## config.mk

```make
export PLATFORM = sky130hd
export DESIGN_NAME = integer_to_roman_encoder
export DESIGN_NICKNAME = d
export VERILOG_FILES = /design/src/i2r_pkg.sv /design/src/i2r_useq.sv /design/src/i2r_datapath.sv /design/src/integer_to_roman_encoder.sv
export SDC_FILE = /design/constraint.sdc
export NUM_CORES = 1
export LEC_CHECK = 0
export BUFFER_PORTS_ARGS = -buffer_cell sky130_fd_sc_hd__clkbuf_2
export CAP_MARGIN = 20
export CORE_UTILIZATION = 45
export DETAILED_ROUTE_END_ITERATION = 10
export GPL_TIMING_DRIVEN = 1
export PLACE_DENSITY = 0.68
export SETUP_SLACK_MARGIN = 0.4
export SLEW_MARGIN = 20
export SYNTH_ARGS = -nofsm -noshare
export SYNTH_HDL_FRONTEND = slang
export SYNTH_SLANG_ARGS = --single-unit
```

## constraint.sdc

```tcl
create_clock -name clk -period 2.77 [get_ports clk]
set_input_delay 0.554 -clock clk [delete_from_list [all_inputs] [get_ports clk]]
set_output_delay 0.554 -clock clk [all_outputs]
set_load 0.005 [all_outputs]
```

## src/i2r_pkg.sv

```systemverilog
package i2r_pkg;

	localparam int unsigned VALUE_W  = 12;
	localparam int unsigned SYMBOL_W = 8;
	localparam int unsigned DIGIT_W  = 4;
	localparam int unsigned CHAR_W   = 3;
	localparam int unsigned POS_W    = 2;

	localparam logic [VALUE_W-1:0] VALUE_LIMIT = 12'd4000;

	localparam logic [SYMBOL_W-1:0] SYM_NONE = 8'h00;
	localparam logic [SYMBOL_W-1:0] SYM_I    = 8'h49;
	localparam logic [SYMBOL_W-1:0] SYM_V    = 8'h56;
	localparam logic [SYMBOL_W-1:0] SYM_X    = 8'h58;
	localparam logic [SYMBOL_W-1:0] SYM_L    = 8'h4C;
	localparam logic [SYMBOL_W-1:0] SYM_C    = 8'h43;
	localparam logic [SYMBOL_W-1:0] SYM_D    = 8'h44;
	localparam logic [SYMBOL_W-1:0] SYM_M    = 8'h4D;

	localparam logic [POS_W-1:0] POS_ONES      = 2'd0;
	localparam logic [POS_W-1:0] POS_TENS      = 2'd1;
	localparam logic [POS_W-1:0] POS_HUNDREDS  = 2'd2;
	localparam logic [POS_W-1:0] POS_THOUSANDS = 2'd3;

	typedef enum logic [2:0] {
		STEP_FETCH,
		STEP_CHECK,
		STEP_DIGIT,
		STEP_EMIT,
		STEP_NEXT,
		STEP_FAULT
	} step_t;

	typedef enum logic [2:0] {
		ACT_NONE,
		ACT_LOAD,
		ACT_DIV,
		ACT_EMIT,
		ACT_NEXT,
		ACT_FAULT
	} act_t;

	typedef enum logic [2:0] {
		COND_IN_VALID,
		COND_BAD,
		COND_GE,
		COND_DONE,
		COND_REM_ZERO,
		COND_OUT_FREE
	} cond_t;

	typedef enum logic [1:0] {
		KIND_ONE,
		KIND_FIVE,
		KIND_TEN
	} kind_t;

	typedef struct packed {
		act_t  act;
		cond_t cond;
		step_t jmp_t;
		step_t jmp_f;
	} ctrl_t;

	typedef struct packed {
		logic in_valid;
		logic bad;
		logic ge;
		logic done;
		logic rem_zero;
		logic out_free;
	} status_t;

	// microprogram
	function automatic ctrl_t ucode(step_t s);
		ctrl_t w;
		case (s)
			STEP_FETCH: w = '{ACT_LOAD,  COND_IN_VALID, STEP_CHECK, STEP_FETCH};
			STEP_CHECK: w = '{ACT_NONE,  COND_BAD,      STEP_FAULT, STEP_DIGIT};
			STEP_DIGIT: w = '{ACT_DIV,   COND_GE,       STEP_DIGIT, STEP_EMIT};
			STEP_EMIT:  w = '{ACT_EMIT,  COND_DONE,     STEP_NEXT,  STEP_EMIT};
			STEP_NEXT:  w = '{ACT_NEXT,  COND_REM_ZERO, STEP_FETCH, STEP_DIGIT};
			STEP_FAULT: w = '{ACT_FAULT, COND_OUT_FREE, STEP_FETCH, STEP_FAULT};
			default:    w = '{ACT_NONE,  COND_IN_VALID, STEP_FETCH, STEP_FETCH};
		endcase
		return w;
	endfunction

	function automatic logic [VALUE_W-1:0] weight(logic [POS_W-1:0] pos);
		logic [VALUE_W-1:0] w;
		case (pos)
			POS_THOUSANDS: w = 12'd1000;
			POS_HUNDREDS:  w = 12'd100;
			POS_TENS:      w = 12'd10;
			default:       w = 12'd1;
		endcase
		return w;
	endfunction

	function automatic logic [CHAR_W-1:0] digit_len(logic [DIGIT_W-1:0] d);
		logic [CHAR_W-1:0] n;
		case (d)
			4'd1, 4'd5:       n = 3'd1;
			4'd2, 4'd4, 4'd6,
			4'd9:             n = 3'd2;
			4'd3, 4'd7:       n = 3'd3;
			4'd8:             n = 3'd4;
			default:          n = 3'd0;
		endcase
		return n;
	endfunction

	function automatic kind_t digit_kind(logic [DIGIT_W-1:0] d, logic [CHAR_W-1:0] k);
		kind_t t;
		case (d)
			4'd4:                   t = (k == 3'd0) ? KIND_ONE  : KIND_FIVE;
			4'd5, 4'd6, 4'd7, 4'd8: t = (k == 3'd0) ? KIND_FIVE : KIND_ONE;
			4'd9:                   t = (k == 3'd0) ? KIND_ONE  : KIND_TEN;
			default:                t = KIND_ONE;
		endcase
		return t;
	endfunction

	function automatic logic [SYMBOL_W-1:0] symbol_of(logic [POS_W-1:0] pos, kind_t t);
		logic [SYMBOL_W-1:0] s;
		case (pos)
			POS_ONES:      s = (t == KIND_ONE) ? SYM_I : (t == KIND_FIVE) ? SYM_V : SYM_X;
			POS_TENS:      s = (t == KIND_ONE) ? SYM_X : (t == KIND_FIVE) ? SYM_L : SYM_C;
			POS_HUNDREDS:  s = (t == KIND_ONE) ? SYM_C : (t == KIND_FIVE) ? SYM_D : SYM_M;
			default:       s = SYM_M;
		endcase
		return s;
	endfunction

endpackage

```

## src/i2r_useq.sv

```systemverilog
module i2r_useq (
	input  logic             clk,
	input  logic             arst_n,
	input  i2r_pkg::status_t status,
	output i2r_pkg::ctrl_t   ctrl
);
	import i2r_pkg::*;

	step_t step_q;
	step_t step_d;
	logic  taken;

	always_ff @(posedge clk or negedge arst_n) begin
		if (!arst_n) begin
			step_q <= STEP_FETCH;
		end else begin
			step_q <= step_d;
		end
	end

	always_comb begin
		ctrl = ucode(step_q);
		case (ctrl.cond)
			COND_IN_VALID: taken = status.in_valid;
			COND_BAD:      taken = status.bad;
			COND_GE:       taken = status.ge;
			COND_DONE:     taken = status.done;
			COND_REM_ZERO: taken = status.rem_zero;
			COND_OUT_FREE: taken = status.out_free;
			default:       taken = 1'b0;
		endcase
		step_d = taken ? ctrl.jmp_t : ctrl.jmp_f;
	end

endmodule

```

## src/i2r_datapath.sv

```systemverilog
module i2r_datapath (
	input  logic                          clk,
	input  logic                          arst_n,
	input  i2r_pkg::ctrl_t                ctrl,
	output i2r_pkg::status_t              status,
	input  logic                          in_valid,
	output logic                          in_ready,
	input  logic [i2r_pkg::VALUE_W-1:0]   in_value,
	output logic                          out_valid,
	input  logic                          out_ready,
	output logic [i2r_pkg::SYMBOL_W-1:0]  out_symbol,
	output logic                          out_last,
	output logic                          out_error
);
	import i2r_pkg::*;

	logic [VALUE_W-1:0]  rem_q;
	logic [POS_W-1:0]    pos_q;
	logic [DIGIT_W-1:0]  digit_q;
	logic [CHAR_W-1:0]   char_q;
	logic                bad_q;
	logic                valid_q;
	logic [SYMBOL_W-1:0] symbol_q;
	logic                last_q;
	logic                error_q;

	logic [VALUE_W-1:0]  w;
	logic [CHAR_W-1:0]   len;
	logic                out_free;
	logic                load_char;
	logic                load_fault;

	assign w          = weight(pos_q);
	assign len        = digit_len(digit_q);
	assign out_free   = !valid_q || out_ready;
	assign load_char  = (ctrl.act == ACT_EMIT) && out_free && (char_q != len);
	assign load_fault = (ctrl.act == ACT_FAULT) && out_free;

	assign in_ready = (ctrl.act == ACT_LOAD);

	assign status.in_valid = in_valid;
	assign status.bad      = bad_q;
	assign status.ge       = (rem_q >= w);
	assign status.done     = (char_q == len);
	assign status.rem_zero = (rem_q == '0);
	assign status.out_free = out_free;

	always_ff @(posedge clk) begin
		case (ctrl.act)
			ACT_LOAD: begin
				rem_q   <= in_value;
				bad_q   <= (in_value == '0) || (in_value >= VALUE_LIMIT);
				pos_q   <= POS_THOUSANDS;
				digit_q <= '0;
				char_q  <= '0;
			end
			ACT_DIV: begin
				if (rem_q >= w) begin
					rem_q   <= rem_q - w;
					digit_q <= digit_q + 4'd1;
				end
			end
			ACT_EMIT: begin
				if (load_char) begin
					char_q <= char_q + 3'd1;
				end
			end
			ACT_NEXT: begin
				pos_q   <= pos_q - 2'd1;
				digit_q <= '0;
				char_q  <= '0;
			end
			default: begin
			end
		endcase
	end

	// output word register
	always_ff @(posedge clk or negedge arst_n) begin
		if (!arst_n) begin
			valid_q <= 1'b0;
		end else if (load_char || load_fault) begin
			valid_q <= 1'b1;
		end else if (out_ready) begin
			valid_q <= 1'b0;
		end
	end

	always_ff @(posedge clk) begin
		if (load_char) begin
			symbol_q <= symbol_of(pos_q, digit_kind(digit_q, char_q));
			// nothing left below this digit means this is the final word
			last_q   <= (char_q == len - 3'd1) && (rem_q == '0);
			error_q  <= 1'b0;
		end else if (load_fault) begin
			symbol_q <= SYM_NONE;
			last_q   <= 1'b1;
			error_q  <= 1'b1;
		end
	end

	assign out_valid  = valid_q;
	assign out_symbol = symbol_q;
	assign out_last   = last_q;
	assign out_error  = error_q;

endmodule

```

## src/integer_to_roman_encoder.sv

```systemverilog
// Converts a 12-bit unsigned value on the input stream into its Roman numeral, one uppercase
// ASCII character per output word, most significant first, with tlast on the final character.
// Zero or any value of 4000 and above yields a single word with tdata zero, tlast and tuser
// set. Items are handled one at a time. A small microprogram drives one subtract-and-compare
// unit that peels off each decimal digit by repeated subtraction of its weight, one per
// cycle, then emits that digit's characters one per cycle whenever the output can take them.
// An item goes through load and check, then for each position from the thousands down to the
// last nonzero digit through the extraction steps, an emit step for each character plus a
// step to see the digit finished, and an advance step; without backpressure 3888 is the
// slowest case. An out-of-range value goes through load, check and fault. The output word
// register lets the next item load while the last word waits.
module integer_to_roman_encoder (
	input  logic        clk,
	input  logic        arst_n,
	input  logic        s_tvalid,
	output logic        s_tready,
	input  logic [15:0] s_tdata,  // [11:0] value, [15:12] zero
	output logic        m_tvalid,
	input  logic        m_tready,
	output logic [7:0]  m_tdata,  // [7:0] symbol
	output logic        m_tlast,
	output logic        m_tuser   // [0] range_error
);
	import i2r_pkg::*;

	ctrl_t   ctrl;
	status_t status;

	i2r_useq u_useq (
		.clk    (clk),
		.arst_n (arst_n),
		.status (status),
		.ctrl   (ctrl)
	);

	i2r_datapath u_dp (
		.clk        (clk),
		.arst_n     (arst_n),
		.ctrl       (ctrl),
		.status     (status),
		.in_valid   (s_tvalid),
		.in_ready   (s_tready),
		.in_value   (s_tdata[VALUE_W-1:0]),
		.out_valid  (m_tvalid),
		.out_ready  (m_tready),
		.out_symbol (m_tdata),
		.out_last   (m_tlast),
		.out_error  (m_tuser)
	);

endmodule

```

==> results.json <==
{
  "synth_edf_count": 29,
  "dpl_cell_area_um2": 2889,
  "drt-initial-drc-count": 137,
  "finalHoldViolCount": 0,
  "synth.distinct_cells": 48,
  "synth-seq-cells": 37,
  "htreeDepth": 2,
  "fillCellCount": 435,
  "drive_above_1_share": 0.3363,
  "clkPwrFrac": 0.113,
  "root_buffer": "clkbuf_8",
  "globalRoute.totalOverflow": 0,
  "crit_arrival_ns": 2.77,
  "min_path_type": "primary input to asynchronous set/reset pin",
  "tightestPinTransition_ns": 0.6308,
  "max_cap_viol_count": 0,
  "dp_hpwl_um": 4374,
  "pwr-share-comb": 0.595,
  "antenna_cells": 0,
  "timing.final.ws_setup_ns": 0.1361,
  "io_pins": 32,
  "dieArea_um2": 6117,
  "design_power_total_mw": 4.375,
  "synth_cells": 278,
  "cts.sink_count": 37,
  "clkSlewWorstSetupHoldPaths_ns": 0.08,
  "cts_tree": "built",
  "switching_share": 0.4310,
  "vias": 2268,
  "r2r_slack_ns": 0.14,
  "grt_pass1_vias": 2231,
  "setup_tns_ns": 0,
  "maxSlewViolCount": 0,
  "gp_congestion": 0.8126,
  "routedWlPerCell_um": 16.46,
  "port_buffers": 25,
  "max-slew-margin-rel": 0.5795,
  "crit_path_end_kind": "register",
  "yosysWarnings": 0,
  "fp-row-count": 27,
  "antenna_found_initial": 0,
  "final_cells": 405,
  "dr.pass1.iters": 4,
  "ant_nets": 0,
  "dp_cells": 374,
  "critPathSlowestCell": "edfxtp_1",
  "grt_pass1_wl_um": 10270,
  "ys_seq_area_frac": 0.4021,
  "drc": 0,
  "status": "finished clean",
  "start_util": 0.4718,
  "layout-area-overhead-vs-synth_pct": 32.36,
  "netlist_area_um2": 2614,
  "nNetsFinal": 375,
  "cts_max_path_buffers": 2,
  "fin_worst_hold_slack_ns": 0.05192,
  "die_width_um": 78.21,
  "skew_ns": 0.004371,
  "fmax_mhz": 379.7,
  "design_area_um2": 3460,
  "seq_power_share": 0.293,
  "path_cells": "inv_2 > buf_4 > ha_1 > nor2_1 > a21oi_4 > buf_6 > o21a_1 > o211ai_1 > a21oi_2 > or3_1 > a31oi_1",
  "syn_area_per_cell_um2": 9.402,
  "clock_latency_ns": 0.29,
  "cts-buffers-inserted": 5,
  "viasPerCell": 5.600,
  "power_density_nw_per_um2": 1265,
  "min_period_over_period": 0.9509,
  "vdd_drop_max_mv": 0.4636,
  "async_flop_share": 0.1081,
  "grt_max_degree": 21,
  "criticalPathCategory": "register to register",
  "die_h_um": 78.21,
  "setup_violations": 0,
  "p_leak_nw": 1.430,
  "dpl_worst_slack_ns": 0.03019,
  "ctsHoldBuffers": 0,
  "p_sw_mw": 1.886,
  "grt_use_total": 0.2156,
  "min_period_ns": 2.634,
  "cp.required_ns": 2.91,
  "max_stage_delay_ns": 0.44,
  "core-area_um2": 5540,
  "post-route-util": 0.6244,
  "synth_top_flop_cell": "edfxtp_1",
  "wirelength_um": 6666,
  "cp-start-kind": "register",
  "rsz0062_at_grt": "yes",
  "p_int_mw": 2.489,
  "cp_max_fo": 5
}
==> Yosys cell counts, drive strengths merged, types with 4 or more instances <==
cell	instances	area (um^2)
a21o	4	31.28
ha	22	275.3
nand2b	5	31.28
inv	18	67.56
nor3	9	45.04
dfxtp	4	80.08
clkbuf	8	30.03
nor2	27	101.4
dfrtp	4	100.1
nor2b	7	43.79
nand2	26	97.59
nor4	4	25.02
edfxtp	29	870.8
xnor2	9	78.83
o21a	4	30.03
a21oi	12	60.06
or3	4	25.02
nand3	8	40.04
o21ai	19	106.4
xor2	9	78.83
a31oi	7	43.79
buf	4	27.52
==> final timing paths <==
kind	from	endpoint	cells past startpoint
worst min-delay path	arst_n	u_useq.step_q[1]	1
min in group clk	u_dp.out_error	u_dp.out_error	2
worst max register to register	u_dp.pos_q[0]	u_dp.rem_q[10]	11
worst min register to register	u_dp.out_error	u_dp.out_error	2
max in group asynchronous	arst_n	u_dp.out_valid	1
worst max-delay path	u_dp.pos_q[0]	u_dp.rem_q[10]	11
==> final cells by class <==
type | instances | area, um^2 | share of cell area
Inverter | 18 | 70.07 | 0.02025
Sequential cell | 37 | 1051 | 0.3038
Timing Repair Buffer | 57 | 420.4 | 0.1215
Clock inverter | 1 | 30.03 | 0.008680
Multi-Input combinational cell | 213 | 1712 | 0.4948
Clock buffer | 7 | 86.33 | 0.02495
Tap cell | 72 | 90.09 | 0.02604
==> routing by layer <==
metal	up-vias	GRT usage	part of all wire
li1	1105	-	-
met1	1074	0.2592	0.42
met2	73	0.3807	0.51
met3	16	0.03372	0.051
met4	0	0.09074	0.021
met5	-	0	0
==> cells in the final DEF, fill, tap and decap left out, types with 3 or more instances in the layout <==
cell type and count:
nor2_1 26, nand2b_1 4, inv_1 14, inv_2 3, o21ai_0 13, o21ai_1 3
clkbuf_2 25, or3_1 3, a21oi_1 8, xor2_1 9, o21a_1 4, nand3_1 8
edfxtp_1 29, o211ai_1 3, o21ai_4 3, ha_4 9, dfrtp_1 4, buf_6 8
a31oi_1 7, nor4_1 4, dfxtp_1 4, nand2_1 22, buf_4 22, a21oi_2 3
nor3_1 7, ha_1 13, xnor2_1 8, nor2b_1 7, clkbuf_8 6, nand2_2 3
a21o_1 3
==> logic make-up after synthesis <==
logic type / synth area share
fa+ha+maj: 0.1130
mux: 0.02011
xor+xnor: 0.06032
other cells: 0.001435
flops: 0.4021
simple gates: 0.1819
buf+inv: 0.04787
compound gates: 0.1733
==> state kept, by name (all words and copies together), names as in the netlist, 2 cells and up <==
register / count
u_dp.char_q: 3
u_dp.digit_q: 4
u_dp.len: 3
u_dp.out_symbol: 6
u_dp.pos_q: 2
u_dp.rem_q: 12
u_useq.step_q: 3
==> worst max-delay path: cells and delay by family, from the launching register on <==
kind | cells | cell delay (ns)
AOI/OAI and AO/OA | 5 | 0.77
and+or+nand+nor | 2 | 0.58
buffers and inverters | 3 | 0.43
adders and majority gates | 1 | 0.28
DFF | 1 | 0.44
==> power by group through the flow <==
| stage | registers [mW] | clock network [mW] | logic [mW] |
|---|---|---|---|
| 2_1_floorplan | 1.15 | 0 | 1.55 |
| 3_3_place_gp | 1.25 | 0 | 1.92 |
| 3_5_place_dp | 1.26 | 0 | 1.97 |
| 4_1_cts | 1.26 | 0.497 | 2.20 |
| 5_1_grt | 1.31 | 0.516 | 2.85 |
| 6_report | 1.28 | 0.493 | 2.60 |
==> what timing repair did <==
item,4_1_cts,5_1_grt
buffers inserted,9,13
cloned,0,1
endpoints found under the hold margin,0,0
gates resized for setup,23,27
pin swaps,13,18
setup endpoints to repair,27,26
Note: power is estimated with default switching activity, not from simulation.
